`config.mk`:
```
export PLATFORM = sky130hd
export DESIGN_NAME = delta_list_timer_queue
export DESIGN_NICKNAME = d
export VERILOG_FILES = /design/src/design/dltq_pkg.sv /design/src/design/dltq_alu.sv /design/src/design/delta_list_timer_queue.sv
export VERILOG_INCLUDE_DIRS = /design/src /design/src/design
export SDC_FILE = /design/constraint.sdc
export NUM_CORES = 2
export LEC_CHECK = 0
export BUFFER_PORTS_ARGS = -buffer_cell sky130_fd_sc_hd__clkbuf_2
export CAP_MARGIN = 10
export CORE_MARGIN = 3
export CORE_UTILIZATION = 50
export DETAILED_ROUTE_END_ITERATION = 8
export HOLD_SLACK_MARGIN = 0.1
export PLACE_DENSITY = 0.77
export REMOVE_ABC_BUFFERS = 1
export SLEW_MARGIN = 20
export SYNTH_ARGS = -nofsm -noshare
export SYNTH_HDL_FRONTEND = slang
export SYNTH_SLANG_ARGS = --single-unit
```
`constraint.sdc`:
```
create_clock -name aclk -period 10.3 [get_ports aclk]
set_input_delay 3.09 -clock aclk [delete_from_list [all_inputs] [get_ports aclk]]
set_output_delay 3.09 -clock aclk [all_outputs]
set_load 0.1 [all_outputs]
```
`src/design/delta_list_timer_queue_macros.svh`:
```
// Assertion macros for the delta-list timer queue.
// Used by the top level; expects aclk and aresetn in the enclosing scope.
`ifndef DELTA_LIST_TIMER_QUEUE_MACROS_SVH
`define DELTA_LIST_TIMER_QUEUE_MACROS_SVH
`ifndef NO_ASSERTIONS
`define DLTQ_ASSERT_IMP(lbl, ante, cons) \
    lbl: assert property (@(posedge aclk) disable iff (!aresetn) (ante) |-> (cons)) \
        else $error("dltq assertion failed");
`define DLTQ_ASSERT_NEXT(lbl, ante, cons) \
    lbl: assert property (@(posedge aclk) disable iff (!aresetn) (ante) |=> (cons)) \
        else $error("dltq assertion failed");
`else
`define DLTQ_ASSERT_IMP(lbl, ante, cons)
`define DLTQ_ASSERT_NEXT(lbl, ante, cons)
`endif
`endif

```
`src/design/dltq_pkg.sv`:
```
// Shared types and constants for the delta-list timer queue.
// No dependencies; used by dltq_alu, delta_list_timer_queue and the testbench.
`default_nettype none
package dltq_pkg;
    localparam int NUM_TIMERS_DEF  = 16;
    localparam int DELAY_WIDTH_DEF = 32;
    localparam int TID_W           = 4;
    localparam int PERIOD_W        = 32;

    typedef enum logic [1:0] {
        OP_START = 2'd0,
        OP_STOP  = 2'd1,
        OP_TICK  = 2'd2
    } op_t;

    typedef enum logic [1:0] {
        EV_START  = 2'd0,
        EV_STOP   = 2'd1,
        EV_EXPIRE = 2'd2
    } ev_t;

    typedef enum logic {
        ALU_ADD = 1'b0,
        ALU_SUB = 1'b1
    } alu_op_t;
endpackage
`default_nettype wire

```
`src/design/dltq_alu.sv`:
```
// Shared add/subtract unit with unsigned compare for the timer queue sequencer.
// Depends on dltq_pkg (alu_op_t).
`default_nettype none
module dltq_alu #(
    parameter int W = dltq_pkg::DELAY_WIDTH_DEF
) (
    input  wire logic [W-1:0]      a,
    input  wire logic [W-1:0]      b,
    input  wire dltq_pkg::alu_op_t op,
    output logic      [W-1:0]      y,
    output logic                   ge
);
    logic [W:0] sum;

    // Subtract as a plus inverted b plus one; carry out means a >= b
    always_comb begin
        if (op == dltq_pkg::ALU_SUB) begin
            sum = {1'b0, a} + {1'b0, ~b} + {{W{1'b0}}, 1'b1};
        end else begin
            sum = {1'b0, a} + {1'b0, b};
        end
        y  = sum[W-1:0];
        ge = sum[W];
    end
endmodule
`default_nettype wire

```
`src/design/delta_list_timer_queue.sv`:
```
// Delta-list timer queue: top level with the list sequencer and slot memories.
// Depends on dltq_pkg, dltq_alu and delta_list_timer_queue_macros.svh.
//
//   channel  | dir | tdata (low bit up)                       | tuser     | tlast
//   s_       | in  | timer_id[3:0] period[35:4] reload[36]    | operation | -
//   m_       | out | timer_id_res[3:0] ok[4]                  | event_kind| last
//
// A rejected or already linked start goes straight to its result; an insert walks
// the list slot by slot, paced by the single read port of the node memory and the
// shared add/subtract unit. Stop walks to the predecessor of its slot unless it is
// the head; a tick decrements the head and expires each slot that reaches zero,
// running the insert walk again for each reloading slot.
// Reset clears the list head and the linked bits and sets the empty flag at once.
// A result waits in the output register; the sequencer holds while it is full.
`default_nettype none
`include "delta_list_timer_queue_macros.svh"
module delta_list_timer_queue #(
    parameter int NUM_TIMERS  = dltq_pkg::NUM_TIMERS_DEF,
    parameter int DELAY_WIDTH = dltq_pkg::DELAY_WIDTH_DEF
) (
    input  wire logic        aclk,
    input  wire logic        aresetn,
    input  wire logic        s_tvalid,
    output logic             s_tready,
    input  wire logic [39:0] s_tdata,   // timer_id[3:0], period[35:4], reload[36], zeros
    input  wire logic [1:0]  s_tuser,   // operation[1:0]
    output logic             m_tvalid,
    input  wire logic        m_tready,
    output logic [7:0]       m_tdata,   // timer_id_res[3:0], ok[4], zeros
    output logic [1:0]       m_tuser,   // event_kind[1:0]
    output logic             m_tlast
);
    localparam int IW = $clog2(NUM_TIMERS);
    localparam int DW = DELAY_WIDTH;

    typedef struct packed {
        logic          nv;
        logic [IW-1:0] ns;
        logic [DW-1:0] dl;
    } node_t;

    typedef struct packed {
        logic          rl;
        logic [DW-1:0] dl;
    } prd_t;

    typedef enum logic [16:0] {
        ST_IDLE     = 17'h00001,
        ST_EMIT     = 17'h00002,
        ST_LK_START = 17'h00004,
        ST_LK_HEAD  = 17'h00008,
        ST_LK_HSUB  = 17'h00010,
        ST_LK_STEP  = 17'h00020,
        ST_LK_CMP   = 17'h00040,
        ST_LK_NSUB  = 17'h00080,
        ST_LK_WCUR  = 17'h00100,
        ST_LK_WID   = 17'h00200,
        ST_SP_HEAD  = 17'h00400,
        ST_SP_WALK  = 17'h00800,
        ST_SP_UNL   = 17'h01000,
        ST_SP_ADD   = 17'h02000,
        ST_TK_DEC   = 17'h04000,
        ST_TK_MORE  = 17'h08000,
        ST_TK_RL    = 17'h10000
    } state_t;

    // Slot memories
    node_t node_mem [NUM_TIMERS];
    prd_t  prd_mem  [NUM_TIMERS];

    state_t              state_reg, state_next;
    logic [IW-1:0]       head_reg, head_next;
    logic                empty_reg, empty_next;
    logic [NUM_TIMERS-1:0] linked_reg, linked_next;
    logic [IW-1:0]       lid_reg, lid_next;
    logic [3:0]          id4_reg, id4_next;
    logic [DW-1:0]       d_reg, d_next;
    logic                rl_reg, rl_next;
    logic [IW-1:0]       cur_reg, cur_next;
    node_t               cur_node_reg, cur_node_next;
    node_t               nxt_node_reg, nxt_node_next;
    node_t               wnode_reg, wnode_next;
    logic                more_reg, more_next;
    logic [IW-1:0]       cnt_reg, cnt_next;
    dltq_pkg::ev_t       res_kind_reg, res_kind_next;
    logic                res_ok_reg, res_ok_next;
    logic                res_last_reg, res_last_next;

    node_t               node_rd_reg;
    prd_t                prd_rd_reg;

    logic                m_tvalid_reg;
    logic [1:0]          m_kind_reg;
    logic [3:0]          m_id_reg;
    logic                m_ok_reg;
    logic                m_last_reg;

    logic [IW-1:0]       rd_addr;
    logic                wr_en;
    logic [IW-1:0]       wr_addr;
    node_t               wr_data;
    logic                prd_wr_en;
    logic                load_out;
    logic                out_free;

    logic [DW-1:0]       alu_a, alu_b, alu_y;
    dltq_pkg::alu_op_t   alu_op;
    logic                alu_ge;

    logic [IW-1:0]       in_idx;
    logic [DW-1:0]       in_d;
    logic                in_id_ok;

    dltq_alu #(.W(DW)) u_alu (
        .a  (alu_a),
        .b  (alu_b),
        .op (alu_op),
        .y  (alu_y),
        .ge (alu_ge)
    );

    // Unpack the input transfer
    assign in_idx   = IW'(s_tdata[3:0]);
    assign in_d     = DW'(s_tdata[35:4]);
    assign in_id_ok = ({3'b000, s_tdata[3:0]} < 7'(NUM_TIMERS));
    assign s_tready = (state_reg == ST_IDLE);
    assign out_free = !m_tvalid_reg || m_tready;

    // Sequencer
    always_comb begin
        state_next     = state_reg;
        head_next      = head_reg;
        empty_next     = empty_reg;
        linked_next    = linked_reg;
        lid_next       = lid_reg;
        id4_next       = id4_reg;
        d_next         = d_reg;
        rl_next        = rl_reg;
        cur_next       = cur_reg;
        cur_node_next  = cur_node_reg;
        nxt_node_next  = nxt_node_reg;
        wnode_next     = wnode_reg;
        more_next      = more_reg;
        cnt_next       = cnt_reg;
        res_kind_next  = res_kind_reg;
        res_ok_next    = res_ok_reg;
        res_last_next  = res_last_reg;
        rd_addr        = head_reg;
        wr_en          = 1'b0;
        wr_addr        = cur_reg;
        wr_data        = node_rd_reg;
        prd_wr_en      = 1'b0;
        load_out       = 1'b0;
        alu_a          = '0;
        alu_b          = '0;
        alu_op         = dltq_pkg::ALU_SUB;

        unique case (state_reg)
            ST_IDLE: begin
                if (s_tvalid) begin
                    lid_next       = in_idx;
                    id4_next       = s_tdata[3:0];
                    d_next         = in_d;
                    cnt_next       = '0;
                    res_last_next  = 1'b1;
                    unique case (dltq_pkg::op_t'(s_tuser))
                        dltq_pkg::OP_START: begin
                            res_kind_next = dltq_pkg::EV_START;
                            res_ok_next   = 1'b1;
                            if (!in_id_ok || in_d == '0) begin
                                res_ok_next = 1'b0;
                                state_next  = ST_EMIT;
                            end else if (linked_reg[in_idx]) begin
                                state_next = ST_EMIT;
                            end else begin
                                prd_wr_en  = 1'b1;
                                state_next = ST_LK_START;
                            end
                        end
                        dltq_pkg::OP_STOP: begin
                            res_kind_next = dltq_pkg::EV_STOP;
                            res_ok_next   = 1'b0;
                            if (!in_id_ok || empty_reg || !linked_reg[in_idx]) begin
                                state_next = ST_EMIT;
                            end else if (head_reg == in_idx) begin
                                state_next = ST_SP_HEAD;
                            end else begin
                                cur_next   = head_reg;
                                state_next = ST_SP_WALK;
                            end
                        end
                        dltq_pkg::OP_TICK: begin
                            if (!empty_reg) begin
                                state_next = ST_TK_DEC;
                            end
                        end
                        default: ;
                    endcase
                end
            end

            // Hand the pending result to the output register
            ST_EMIT: begin
                if (out_free) begin
                    load_out = 1'b1;
                    if (res_last_reg) begin
                        state_next = ST_IDLE;
                    end else begin
                        cnt_next   = cnt_reg + 1'b1;
                        state_next = ST_TK_DEC;
                    end
                end
            end

            // Insert slot lid with delay d; head node is being read
            ST_LK_START: begin
                if (empty_reg) begin
                    head_next  = lid_reg;
                    empty_next = 1'b0;
                    wnode_next = '{nv: 1'b0, ns: '0, dl: d_reg};
                    state_next = ST_LK_WID;
                end else begin
                    state_next = ST_LK_HEAD;
                end
            end
            ST_LK_HEAD: begin
                alu_a = node_rd_reg.dl;
                alu_b = d_reg;
                if (alu_ge) begin
                    wr_en      = 1'b1;
                    wr_addr    = head_reg;
                    wr_data    = '{nv: node_rd_reg.nv, ns: node_rd_reg.ns, dl: alu_y};
                    wnode_next = '{nv: 1'b1, ns: head_reg, dl: d_reg};
                    head_next  = lid_reg;
                    state_next = ST_LK_WID;
                end else begin
                    cur_next      = head_reg;
                    cur_node_next = node_rd_reg;
                    state_next    = ST_LK_HSUB;
                end
            end
            ST_LK_HSUB: begin
                alu_a      = d_reg;
                alu_b      = cur_node_reg.dl;
                d_next     = alu_y;
                state_next = ST_LK_STEP;
            end
            ST_LK_STEP: begin
                if (cur_node_reg.nv) begin
                    rd_addr    = cur_node_reg.ns;
                    state_next = ST_LK_CMP;
                end else begin
                    wr_en      = 1'b1;
                    wr_addr    = cur_reg;
                    wr_data    = '{nv: 1'b1, ns: lid_reg, dl: cur_node_reg.dl};
                    wnode_next = '{nv: 1'b0, ns: '0, dl: d_reg};
                    state_next = ST_LK_WID;
                end
            end
            ST_LK_CMP: begin
                alu_a = d_reg;
                alu_b = node_rd_reg.dl;
                if (alu_ge) begin
                    d_next        = alu_y;
                    cur_next      = cur_node_reg.ns;
                    cur_node_next = node_rd_reg;
                    state_next    = ST_LK_STEP;
                end else begin
                    nxt_node_next = node_rd_reg;
                    state_next    = ST_LK_NSUB;
                end
            end
            ST_LK_NSUB: begin
                alu_a      = nxt_node_reg.dl;
                alu_b      = d_reg;
                wr_en      = 1'b1;
                wr_addr    = cur_node_reg.ns;
                wr_data    = '{nv: nxt_node_reg.nv, ns: nxt_node_reg.ns, dl: alu_y};
                wnode_next = '{nv: 1'b1, ns: cur_node_reg.ns, dl: d_reg};
                state_next = ST_LK_WCUR;
            end
            ST_LK_WCUR: begin
                wr_en      = 1'b1;
                wr_addr    = cur_reg;
                wr_data    = '{nv: 1'b1, ns: lid_reg, dl: cur_node_reg.dl};
                state_next = ST_LK_WID;
            end
            ST_LK_WID: begin
                wr_en               = 1'b1;
                wr_addr             = lid_reg;
                wr_data             = wnode_reg;
                linked_next[lid_reg] = 1'b1;
                state_next          = ST_EMIT;
            end

            // Stop of the head slot; node of lid is being read
            ST_SP_HEAD: begin
                linked_next[lid_reg] = 1'b0;
                res_ok_next          = 1'b1;
                if (node_rd_reg.nv) begin
                    head_next     = node_rd_reg.ns;
                    cur_node_next = node_rd_reg;
                    rd_addr       = node_rd_reg.ns;
                    state_next    = ST_SP_ADD;
                end else begin
                    empty_next = 1'b1;
                    state_next = ST_EMIT;
                end
            end
            // Walk to the predecessor of lid
            ST_SP_WALK: begin
                if (node_rd_reg.nv && node_rd_reg.ns == lid_reg) begin
                    cur_node_next = node_rd_reg;
                    rd_addr       = lid_reg;
                    state_next    = ST_SP_UNL;
                end else if (node_rd_reg.nv) begin
                    cur_next = node_rd_reg.ns;
                    rd_addr  = node_rd_reg.ns;
                end else begin
                    state_next = ST_EMIT;
                end
            end
            ST_SP_UNL: begin
                wr_en                = 1'b1;
                wr_addr              = cur_reg;
                wr_data              = '{nv: node_rd_reg.nv, ns: node_rd_reg.ns,
                                         dl: cur_node_reg.dl};
                linked_next[lid_reg] = 1'b0;
                res_ok_next          = 1'b1;
                if (node_rd_reg.nv) begin
                    cur_node_next = node_rd_reg;
                    rd_addr       = node_rd_reg.ns;
                    state_next    = ST_SP_ADD;
                end else begin
                    state_next = ST_EMIT;
                end
            end
            // Fold the removed delta into the successor
            ST_SP_ADD: begin
                alu_a      = node_rd_reg.dl;
                alu_b      = cur_node_reg.dl;
                alu_op     = dltq_pkg::ALU_ADD;
                wr_en      = 1'b1;
                wr_addr    = cur_node_reg.ns;
                wr_data    = '{nv: node_rd_reg.nv, ns: node_rd_reg.ns, dl: alu_y};
                state_next = ST_EMIT;
            end

            // Tick: decrement the head, expire it on zero
            ST_TK_DEC: begin
                alu_a    = node_rd_reg.dl;
                alu_b    = DW'(node_rd_reg.dl != '0);
                wr_en    = 1'b1;
                wr_addr  = head_reg;
                wr_data  = '{nv: node_rd_reg.nv, ns: node_rd_reg.ns, dl: alu_y};
                lid_next = head_reg;
                d_next   = prd_rd_reg.dl;
                rl_next  = prd_rd_reg.rl;
                if (alu_y != '0) begin
                    state_next = ST_IDLE;
                end else begin
                    linked_next[head_reg] = 1'b0;
                    res_kind_next         = dltq_pkg::EV_EXPIRE;
                    res_ok_next           = 1'b1;
                    id4_next              = 4'(head_reg);
                    if (node_rd_reg.nv) begin
                        head_next  = node_rd_reg.ns;
                        rd_addr    = node_rd_reg.ns;
                        state_next = ST_TK_MORE;
                    end else begin
                        empty_next = 1'b1;
                        more_next  = 1'b0;
                        state_next = ST_TK_RL;
                    end
                end
            end
            ST_TK_MORE: begin
                more_next  = (node_rd_reg.dl == '0);
                state_next = ST_TK_RL;
            end
            ST_TK_RL: begin
                res_last_next = !(more_reg && cnt_reg != IW'(NUM_TIMERS - 1));
                if (rl_reg) begin
                    state_next = ST_LK_START;
                end else begin
                    state_next = ST_EMIT;
                end
            end
            default: state_next = ST_IDLE;
        endcase
    end

    // Control and working registers
    always_ff @(posedge aclk) begin
        if (!aresetn) begin
            state_reg  <= ST_IDLE;
            head_reg   <= '0;
            empty_reg  <= 1'b1;
            linked_reg <= '0;
        end else begin
            state_reg  <= state_next;
            head_reg   <= head_next;
            empty_reg  <= empty_next;
            linked_reg <= linked_next;
        end
        lid_reg       <= lid_next;
        id4_reg       <= id4_next;
        d_reg         <= d_next;
        rl_reg        <= rl_next;
        cur_reg       <= cur_next;
        cur_node_reg  <= cur_node_next;
        nxt_node_reg  <= nxt_node_next;
        wnode_reg     <= wnode_next;
        more_reg      <= more_next;
        cnt_reg       <= cnt_next;
        res_kind_reg  <= res_kind_next;
        res_ok_reg    <= res_ok_next;
        res_last_reg  <= res_last_next;
    end

    // Node memory: one write and one registered read per cycle
    always_ff @(posedge aclk) begin
        if (wr_en) begin
            node_mem[wr_addr] <= wr_data;
        end
        node_rd_reg <= node_mem[rd_addr];
    end

    // Period and reload memory, read at the head
    always_ff @(posedge aclk) begin
        if (prd_wr_en) begin
            prd_mem[in_idx] <= '{rl: s_tdata[36], dl: in_d};
        end
        prd_rd_reg <= prd_mem[head_reg];
    end

    // Output register: hold until the transfer completes
    always_ff @(posedge aclk) begin
        if (!aresetn) begin
            m_tvalid_reg <= 1'b0;
        end else if (load_out) begin
            m_tvalid_reg <= 1'b1;
        end else if (m_tready) begin
            m_tvalid_reg <= 1'b0;
        end
        if (load_out) begin
            m_kind_reg <= res_kind_reg;
            m_id_reg   <= id4_reg;
            m_ok_reg   <= res_ok_reg;
            m_last_reg <= res_last_reg;
        end
    end

    assign m_tvalid = m_tvalid_reg;
    assign m_tdata  = {3'b000, m_ok_reg, m_id_reg};
    assign m_tuser  = m_kind_reg;
    assign m_tlast  = m_last_reg;

    `DLTQ_ASSERT_IMP(a_empty_none_linked, empty_reg, linked_reg == '0)
    `DLTQ_ASSERT_NEXT(a_emit_holds, state_reg == ST_EMIT && m_tvalid && !m_tready, state_reg == ST_EMIT)
    `DLTQ_ASSERT_NEXT(a_zero_period_reject, s_tvalid && s_tready && s_tuser == dltq_pkg::OP_START && in_d == '0, state_reg == ST_EMIT && !res_ok_reg)
    `DLTQ_ASSERT_NEXT(a_idle_links_stable, state_reg == ST_IDLE && !s_tvalid, $stable(linked_reg) && $stable(head_reg))
endmodule
`default_nettype wire

```
-- After elaboration in Yosys (flattened, before gate mapping)
Memory sizes are Yosys's and may differ from the RTL's. A register that Yosys moved wholly into a read port is not among the register bits.
Index checks and enable logic that the tools add are counted.
- order comparisons: 5
- eq/ne operators: 43
- add/subtract/negate cells: 4
- reductions and logical operators: 52
- multiplexer cells: 106
- bitwise operators: 7
- operators with widths (kind ; count):
    37-bit 2-to-1 mux ; 8
    37-bit one-hot mux with 4 select lines ; 2
    37-bit one-hot mux with 7 select lines ; 1
    32-bit one-hot mux with 4 select lines ; 2
    17-bit one-hot mux with 15 select lines ; 1
    17-bit 2-to-1 mux ; 7
    32-bit 2-to-1 mux ; 3
    32-bit one-hot mux with 3 select lines ; 1
    4-bit 2-to-1 mux ; 20
    32-bit by 32-bit adder with 33-bit output ; 2
    32-bit logical NOT ; 2
    4-bit one-hot mux with 4 select lines ; 4
    32-bit nonzero test ; 2
    17-bit one-hot mux with 3 select lines ; 1
    16-bit one-hot mux with 3 select lines ; 1
    33-bit by 1-bit adder with 33-bit output (second input constant) ; 1
    33-bit 2-to-1 mux ; 1
    16-bit AND ; 2
    16-bit inverter ; 2
    32-bit inverter ; 1
    10-bit 2-to-1 mux ; 3
    1-bit 2-to-1 mux ; 26
    2-bit inequality test (second input constant) ; 13
    12-bit 2-to-1 mux ; 2
    other kinds (57) ; 109
- memories: 2
- bits in writable memories: 1120
- bits of input ports: 46
- register bits after elaboration: 212
- logic and storage cells: 247
- memories (memory ; words ; width ; read ports ; clocked after memory_dff ; write ports ; line ; source):
    node_mem ; 16 ; 37 ; 1 ; 1 ; 1 ; delta_list_timer_queue.sv:68 ; node_t node_mem [NUM_TIMERS];
    prd_mem ; 16 ; 33 ; 1 ; 1 ; 1 ; delta_list_timer_queue.sv:69 ; prd_t prd_mem [NUM_TIMERS];

-- Depth between registers and ports, before layout
- word-level depth: 11
- mapped depth: 34
- gate-level depth less buffers: 28

-- By module
A second synthesis with hierarchy kept.
- cell total of the unflattened synthesis: 4018
- area, all modules: 59280.6 um^2
- by module, submodules not included (module ; instances ; seq. area each (um^2) ; area each (um^2) ; cells each):
    delta_list_timer_queue ; 1 ; 41009.3 ; 55674.6 ; 3459
    dltq_alu ; 1 ; 0.0 ; 3606.0 ; 559

-- Least setup slack after synthesis
Ideal clock, no wire load.
- kind: register to register
- start: reg state_reg[14]
- end: reg cur_node_reg[0] in the netlist's numbering, enable pin
- buffers on the path: 5
- required time: 9.801 ns
- arrival: 8.669 ns
- setup time: 0.499 ns
- slack: 1.132 ns
- stages on the path, launching flop included: 28
- path through: dfxtp_1 -> clkbuf_1 -> nor4_4 -> nand3_1 -> nor2b_1 -> nand2_1 -> or3_1 -> nor3b_1 -> clkbuf_1 -> or2_2 -> clkbuf_1 -> clkbuf_1 -> a222oi_1 -> ha_1 -> clkbuf_1 -> or2_2 -> or3_1 -> a211o_1 -> o21ai_0 -> nand3_1 -> a21oi_1 -> a21oi_1 -> nor2_1 -> o31a_1 -> nor2_1 -> inv_1 -> nand2_1 -> a311oi_1
- word-level cells in the longest chain between the ends: 9
- elaborated cells between the ends (all ways): 27
- those cells by class: add/sub (3); eq/ne (13); mux (3); bitwise (1); reduce/logical (7)
- RTL lines (what ; line ; source):
    start, declared ; delta_list_timer_queue.sv:71 ; state_t state_reg, state_next;
    start signal, assigned ; delta_list_timer_queue.sv:401 ; state_reg <= state_next;
    17-bit by 14-bit == test with 1-bit output, or another cell as far along ; delta_list_timer_queue.sv:158 ; unique case (state_reg)
    2-bit OR reduction (no line) ; -- ;
    32-bit one-hot mux with 4 select lines ; delta_list_timer_queue.sv:158 ;
    32-bit inverter ; dltq_alu.sv:18 ; sum = {1'b0, a} + {1'b0, ~b} + {{W{1'b0}}, 1'b1};
    32-bit by 32-bit adder with 33-bit output ; dltq_alu.sv:18 ;
    33-bit by 1-bit adder with 33-bit output ; dltq_alu.sv:18 ;
    33-bit 2-to-1 mux ; dltq_alu.sv:17 ; if (op == dltq_pkg::ALU_SUB) begin
    2-bit inequality test (no line) / 2-bit by 1-bit inequality test with 1-bit output (equally long branches) ; -- ;
    5-bit AND reduction (no line) * ; -- ;
    end signal, assigned ; delta_list_timer_queue.sv:411 ; cur_node_reg <= cur_node_next;
    end, declared ; delta_list_timer_queue.sv:80 ; node_t cur_node_reg, cur_node_next;
Every way passes the cells marked *; elsewhere a longest branch is shown, timed or not.
A chain may end at the register's enable or synchronous reset.

-- Worst setup path after layout
- start: reg state_reg[8]
- end: reg, netlist name node_rd_reg[2]
- word-level cells in the longest chain between the ends: 10
- elaborated cells between the ends (all ways): 25
- those cells by class: add/sub (3); eq/ne (10); mux (5); bitwise (1); reduce/logical (6)
- RTL lines (what ; line ; source):
    17-bit by 14-bit == test with 1-bit output, or another cell as far along ; delta_list_timer_queue.sv:158 ;
    2-bit OR reduction (no line) ; -- ;
    32-bit one-hot mux with 4 select lines ; delta_list_timer_queue.sv:158 ;
    32-bit inverter ; dltq_alu.sv:18 ;
    32-bit by 32-bit adder with 33-bit output ; dltq_alu.sv:18 ;
    33-bit by 1-bit adder with 33-bit output ; dltq_alu.sv:18 ;
    33-bit 2-to-1 mux ; dltq_alu.sv:17 ;
    32-bit nonzero test ; delta_list_timer_queue.sv:359 ; if (alu_y != '0) begin
    4-bit 2-to-1 mux ; -- ;
    4-bit one-hot mux with 4 select lines * ; delta_list_timer_queue.sv:158 ;
Marks and branches as above.

==> insert_results.sql <==
INSERT INTO impl_metrics (metric_group, metric, value, unit) VALUES
('global_route', 'globalRoute.totalOverflow', '0', ''),
('logic_synthesis', 'synth-async-reset-ratio', '0', ''),
('worst_setup_path', 'reg2reg_depth', '29', ''),
('outcome', 'failing_checks', 'design-rule violations', ''),
('logic_synthesis', 'synth.top_cells.by_area', 'sky130_fd_sc_hd__edfxtp_1 (65%), sky130_fd_sc_hd__mux4_2 (6.4%), sky130_fd_sc_hd__dfxtp_1 (3.7%), sky130_fd_sc_hd__a211oi_1 (2.6%), sky130_fd_sc_hd__a21o_1 (2.0%)', ''),
('worst_setup_path', 'cp_slowest_cell', 'sky130_fd_sc_hd__a2111oi_0', ''),
('clock_network', 'cts.repair_timing.setup_buffer_count', '0', ''),
('floorplan', 'ioPinCount', '59', ''),
('sta', 'final.setup.tns', '0', 'ns'),
('sta', 'grt_setup_unrepaired', 'no', ''),
('routing', 'antenna_violating_nets_post_route', '0', ''),
('sta', 'worst_slew_pin_slew', '1.22', 'ns'),
('logic_synthesis', 'ys_seq_area_frac', '0.688', ''),
('routing', 'drt-initial-drc-count', '6000', ''),
('cells_and_area', 'registers_with_the_highest_flip_flop_counts', 'node_mem (592), prd_mem (528)', ''),
('cells_and_area', 'max_flop_register', 'node_mem', ''),
('clock_network', 'hold_buffer_count_at_cts', '0', ''),
('global_route', 'globalRouteMet2Util', '0.431', ''),
('logic_synthesis', 'syn-cell-area', '59600', 'um2'),
('floorplan', 'die-height', '351', 'um'),
('sta', 'hold_violations', '0', ''),
('logic_synthesis', 'synthDistinctLibCells', '86', ''),
('power_and_ir_drop', 'design_power_total', '12600', 'uW'),
('power_and_ir_drop', 'ir_drop', '0.188', 'mV'),
('floorplan', 'initial_core_util', '0.504', ''),
('routing', 'post_dr_wirelength_cell', '29.7', 'um'),
('logic_synthesis', 'post_synth_inst_count', '4011', ''),
('logic_synthesis', 'synth-edff-count', '1293', ''),
('outcome', 'outcome', 'finished with violations', ''),
('worst_hold_path', 'whs_path_depth', '0', ''),
('sta', 'min_period', '9.70', 'ns'),
('cells_and_area', 'nNetsFinal', '4208', ''),
('global_route', 'grt_pass1_vias', '37600', ''),
('sta', 'worst_clock_skew', '0.0389', 'ns'),
('logic_synthesis', 'synth_flop_cell', 'sky130_fd_sc_hd__edfxtp_1', ''),
('global_route', 'pin_count_of_the_biggest_net_entering_global_routing', '75', ''),
('routing', 'finalWirelength', '171000', 'um'),
('sta', 'final.period_utilization', '0.942', ''),
('worst_setup_path', 'r2r_setup_slack', '0.60', 'ns'),
('logic_synthesis', 'yosys_register_bits', '1402', ''),
('floorplan', 'die-area', '123000', 'um2'),
('sta', 'maxClockFrequency', '103', 'MHz'),
('global_route', 'grt_pass1_wl', '247000', 'um'),
('clock_network', 'clkSlewWorstSetupHoldPaths', '0.06', 'ns'),
('clock_network', 'clock_tree_from_tritoncts', 'done', ''),
('power_and_ir_drop', 'p_leak', '0.0226', 'uW'),
('logic_synthesis', 'syn-mean-instance-area', '14.9', 'um2'),
('logic_synthesis', 'yosysWarnings', '0', ''),
('global_route', 'global_route.usage.met3', '0.0618', ''),
('worst_setup_path', 'cp_max_fo', '24', ''),
('worst_setup_path', 'critical_path.startpoint_type', 'register', ''),
('worst_setup_path', 'critPathArrivalTime', '10.39', 'ns'),
('global_route', 'grt.total_usage', '0.272', ''),
('clock_network', 'post_cts_resize_count', '0', ''),
('worst_setup_path', 'worst_reg2reg_path_startpoint', 'state_reg[8]', ''),
('routing', 'drc_errors', '5', ''),
('floorplan', 'rows', '126', ''),
('worst_setup_path', 'path_common_cell', 'sky130_fd_sc_hd__buf_4', ''),
('power_and_ir_drop', 'cellPowerDensity', '189', 'nW/um2'),
('worst_hold_path', 'hp-class', 'reg -> reg', ''),
('worst_setup_path', 'crit_required', '10.99', 'ns'),
('floorplan', 'die-width', '351', 'um'),
('worst_setup_path', 'worstSetupEndpointType', 'register', ''),
('sta', 'timing_max_transition_violations_final', '0', ''),
('clock_network', 'cts-buffers-inserted', '137', ''),
('cells_and_area', 'largest_register_ffs', '592', ''),
('placement', 'io_buffers', '52', ''),
('routing', 'vias_per_cell', '6.77', ''),
('logic_synthesis', 'synth_top_cell_area_share', '0.651', ''),
('logic_synthesis', 'yosysTopAreaCell', 'sky130_fd_sc_hd__edfxtp_1', ''),
('clock_network', 'h_tree_depth', '4', '');
-- cells by family after synthesis --
family,after synthesis,share of synthesized area
muxes,185,0.0670
and+or+nand+nor,915,0.0782
buffers and inverters,378,0.0256
other,1,0.0000629
adders and majority gates,71,0.0152
DFF,1402,0.688
xor gates and xnor gates,38,0.00558
AOI/OAI and AO/OA,1021,0.120
-- cells in the final DEF, fill, tap and decap left out, types with 29 or more instances in the layout --
cell                        synthesis  routed
sky130_fd_sc_hd__or4_1             43      43
sky130_fd_sc_hd__clkbuf_1         175      30
sky130_fd_sc_hd__nor4_1            81      80
sky130_fd_sc_hd__a222oi_1          72      72
sky130_fd_sc_hd__and2_1            55      55
sky130_fd_sc_hd__clkbuf_2           0      52
sky130_fd_sc_hd__a22o_1            38      38
sky130_fd_sc_hd__xnor2_1           32      32
sky130_fd_sc_hd__nor2_1           180     149
sky130_fd_sc_hd__nor2_4             0      29
sky130_fd_sc_hd__a21oi_1          204     204
sky130_fd_sc_hd__and3_1            50      50
sky130_fd_sc_hd__nand4_1           33      33
sky130_fd_sc_hd__clkbuf_16          0     139
sky130_fd_sc_hd__o21ai_0          126     112
sky130_fd_sc_hd__nor3_1            39      33
sky130_fd_sc_hd__buf_4             13     142
sky130_fd_sc_hd__nand2_1          283     281
sky130_fd_sc_hd__a21o_1           158     158
sky130_fd_sc_hd__a211oi_1         203     203
sky130_fd_sc_hd__mux4_2           170     170
sky130_fd_sc_hd__a22oi_1           87      87
sky130_fd_sc_hd__inv_1            112     111
sky130_fd_sc_hd__dfxtp_1          109     105
sky130_fd_sc_hd__nand3_1           38      38
sky130_fd_sc_hd__edfxtp_1        1293    1293
sky130_fd_sc_hd__ha_1              69      69
-- through the flow --
stage               cells  setup WS, ns  hold slack (ns)  instance area, um2   util
finish               5750         0.600            0.436               66800  0.565
floorplan            3748         -3.80            0.386               58500      -
CTS                  5740         0.698            0.435               66700  0.564
global placement     5487         0.783            0.420               62300  0.527
detailed placement   5487         0.795            0.405               62300  0.527
global route         5750         0.161            0.440               66800  0.565
-- worst max path at each step --
stage / from / endpoint / slack [ns] / cells after the start
finish: state_reg[8] / node_rd_reg[2] / 0.60 / 29
floorplan: state_reg[8] / node_rd_reg[0] / -3.80 / 27
detailed placement: state_reg[8] / node_rd_reg[19] / 0.80 / 28
CTS: state_reg[8] / node_rd_reg[19] / 0.70 / 28
global route: state_reg[8] / node_rd_reg[2] / 0.16 / 32
global placement: state_reg[8] / node_rd_reg[2] / 0.78 / 28
-- layer usage --
layer	vias to the layer above	part of all wire
li1	16200	-
met1	19300	0.36
met2	2899	0.48
met3	560	0.12
met4	10	0.052
met5	-	0.00039
-- critical path, delay by kind of cell (launching register included) --
| family | cells | cell delay (ns) |
|---|---|---|
| AND/OR/NAND/NOR | 15 | 4.63 |
| adder cells (fa/ha/maj) | 2 | 0.67 |
| XOR/XNOR | 1 | 0.45 |
| AO/OA/AOI/OAI | 7 | 2.56 |
| flip-flops | 1 | 0.41 |
| buffers and inverters | 4 | 0.90 |
-- where the power goes --
part,switching (uW),internal (uW)
Sequential,128,6420
Clock,2170,2800
Combinational,752,335
Total,3050,9560
-- final cells by class --
type | instances | area [um2] | share of cell area
flip-flops and latches | 1402 | 41000 | 0.614
multi-input cells | 2233 | 17400 | 0.261
clock buffers | 174 | 3660 | 0.0548
well taps | 1536 | 1920 | 0.0288
repair buffers | 204 | 1520 | 0.0227
clock inverters | 79 | 786 | 0.0118
inverters | 113 | 424 | 0.00635
diodes | 9 | 22.5 | 0.000337
-- synth_stat cells (6+ instances only) --
cell                        instances
sky130_fd_sc_hd__edfxtp_1        1293
sky130_fd_sc_hd__nand2_1          283
sky130_fd_sc_hd__a21oi_1          204
sky130_fd_sc_hd__a211oi_1         203
sky130_fd_sc_hd__nor2_1           180
sky130_fd_sc_hd__clkbuf_1         175
sky130_fd_sc_hd__mux4_2           170
sky130_fd_sc_hd__a21o_1           158
sky130_fd_sc_hd__o21ai_0          126
sky130_fd_sc_hd__inv_1            112
sky130_fd_sc_hd__dfxtp_1          109
sky130_fd_sc_hd__a22oi_1           87
sky130_fd_sc_hd__nor4_1            81
sky130_fd_sc_hd__a222oi_1          72
sky130_fd_sc_hd__ha_1              69
sky130_fd_sc_hd__and2_1            55
sky130_fd_sc_hd__and3_1            50
sky130_fd_sc_hd__buf_2             47
sky130_fd_sc_hd__or4_1             43
sky130_fd_sc_hd__nor3_1            39
sky130_fd_sc_hd__a22o_1            38
sky130_fd_sc_hd__nand3_1           38
sky130_fd_sc_hd__nand4_1           33
sky130_fd_sc_hd__xnor2_1           32
sky130_fd_sc_hd__buf_1             30
sky130_fd_sc_hd__nand2b_1          27
sky130_fd_sc_hd__a31oi_1           24
sky130_fd_sc_hd__nor2b_1           21
sky130_fd_sc_hd__buf_4             13
sky130_fd_sc_hd__o211ai_1          13
sky130_fd_sc_hd__mux2_2            10
sky130_fd_sc_hd__nand3b_1          10
sky130_fd_sc_hd__nor3b_1           10
sky130_fd_sc_hd__o31ai_1           10
sky130_fd_sc_hd__or3_1             10
sky130_fd_sc_hd__nor4b_1            7
sky130_fd_sc_hd__o21a_1             7
sky130_fd_sc_hd__o21bai_1           7
sky130_fd_sc_hd__o2111ai_1          6
sky130_fd_sc_hd__or2_2              6
sky130_fd_sc_hd__xor2_1             6
Power figures use the tool's default switching activity.
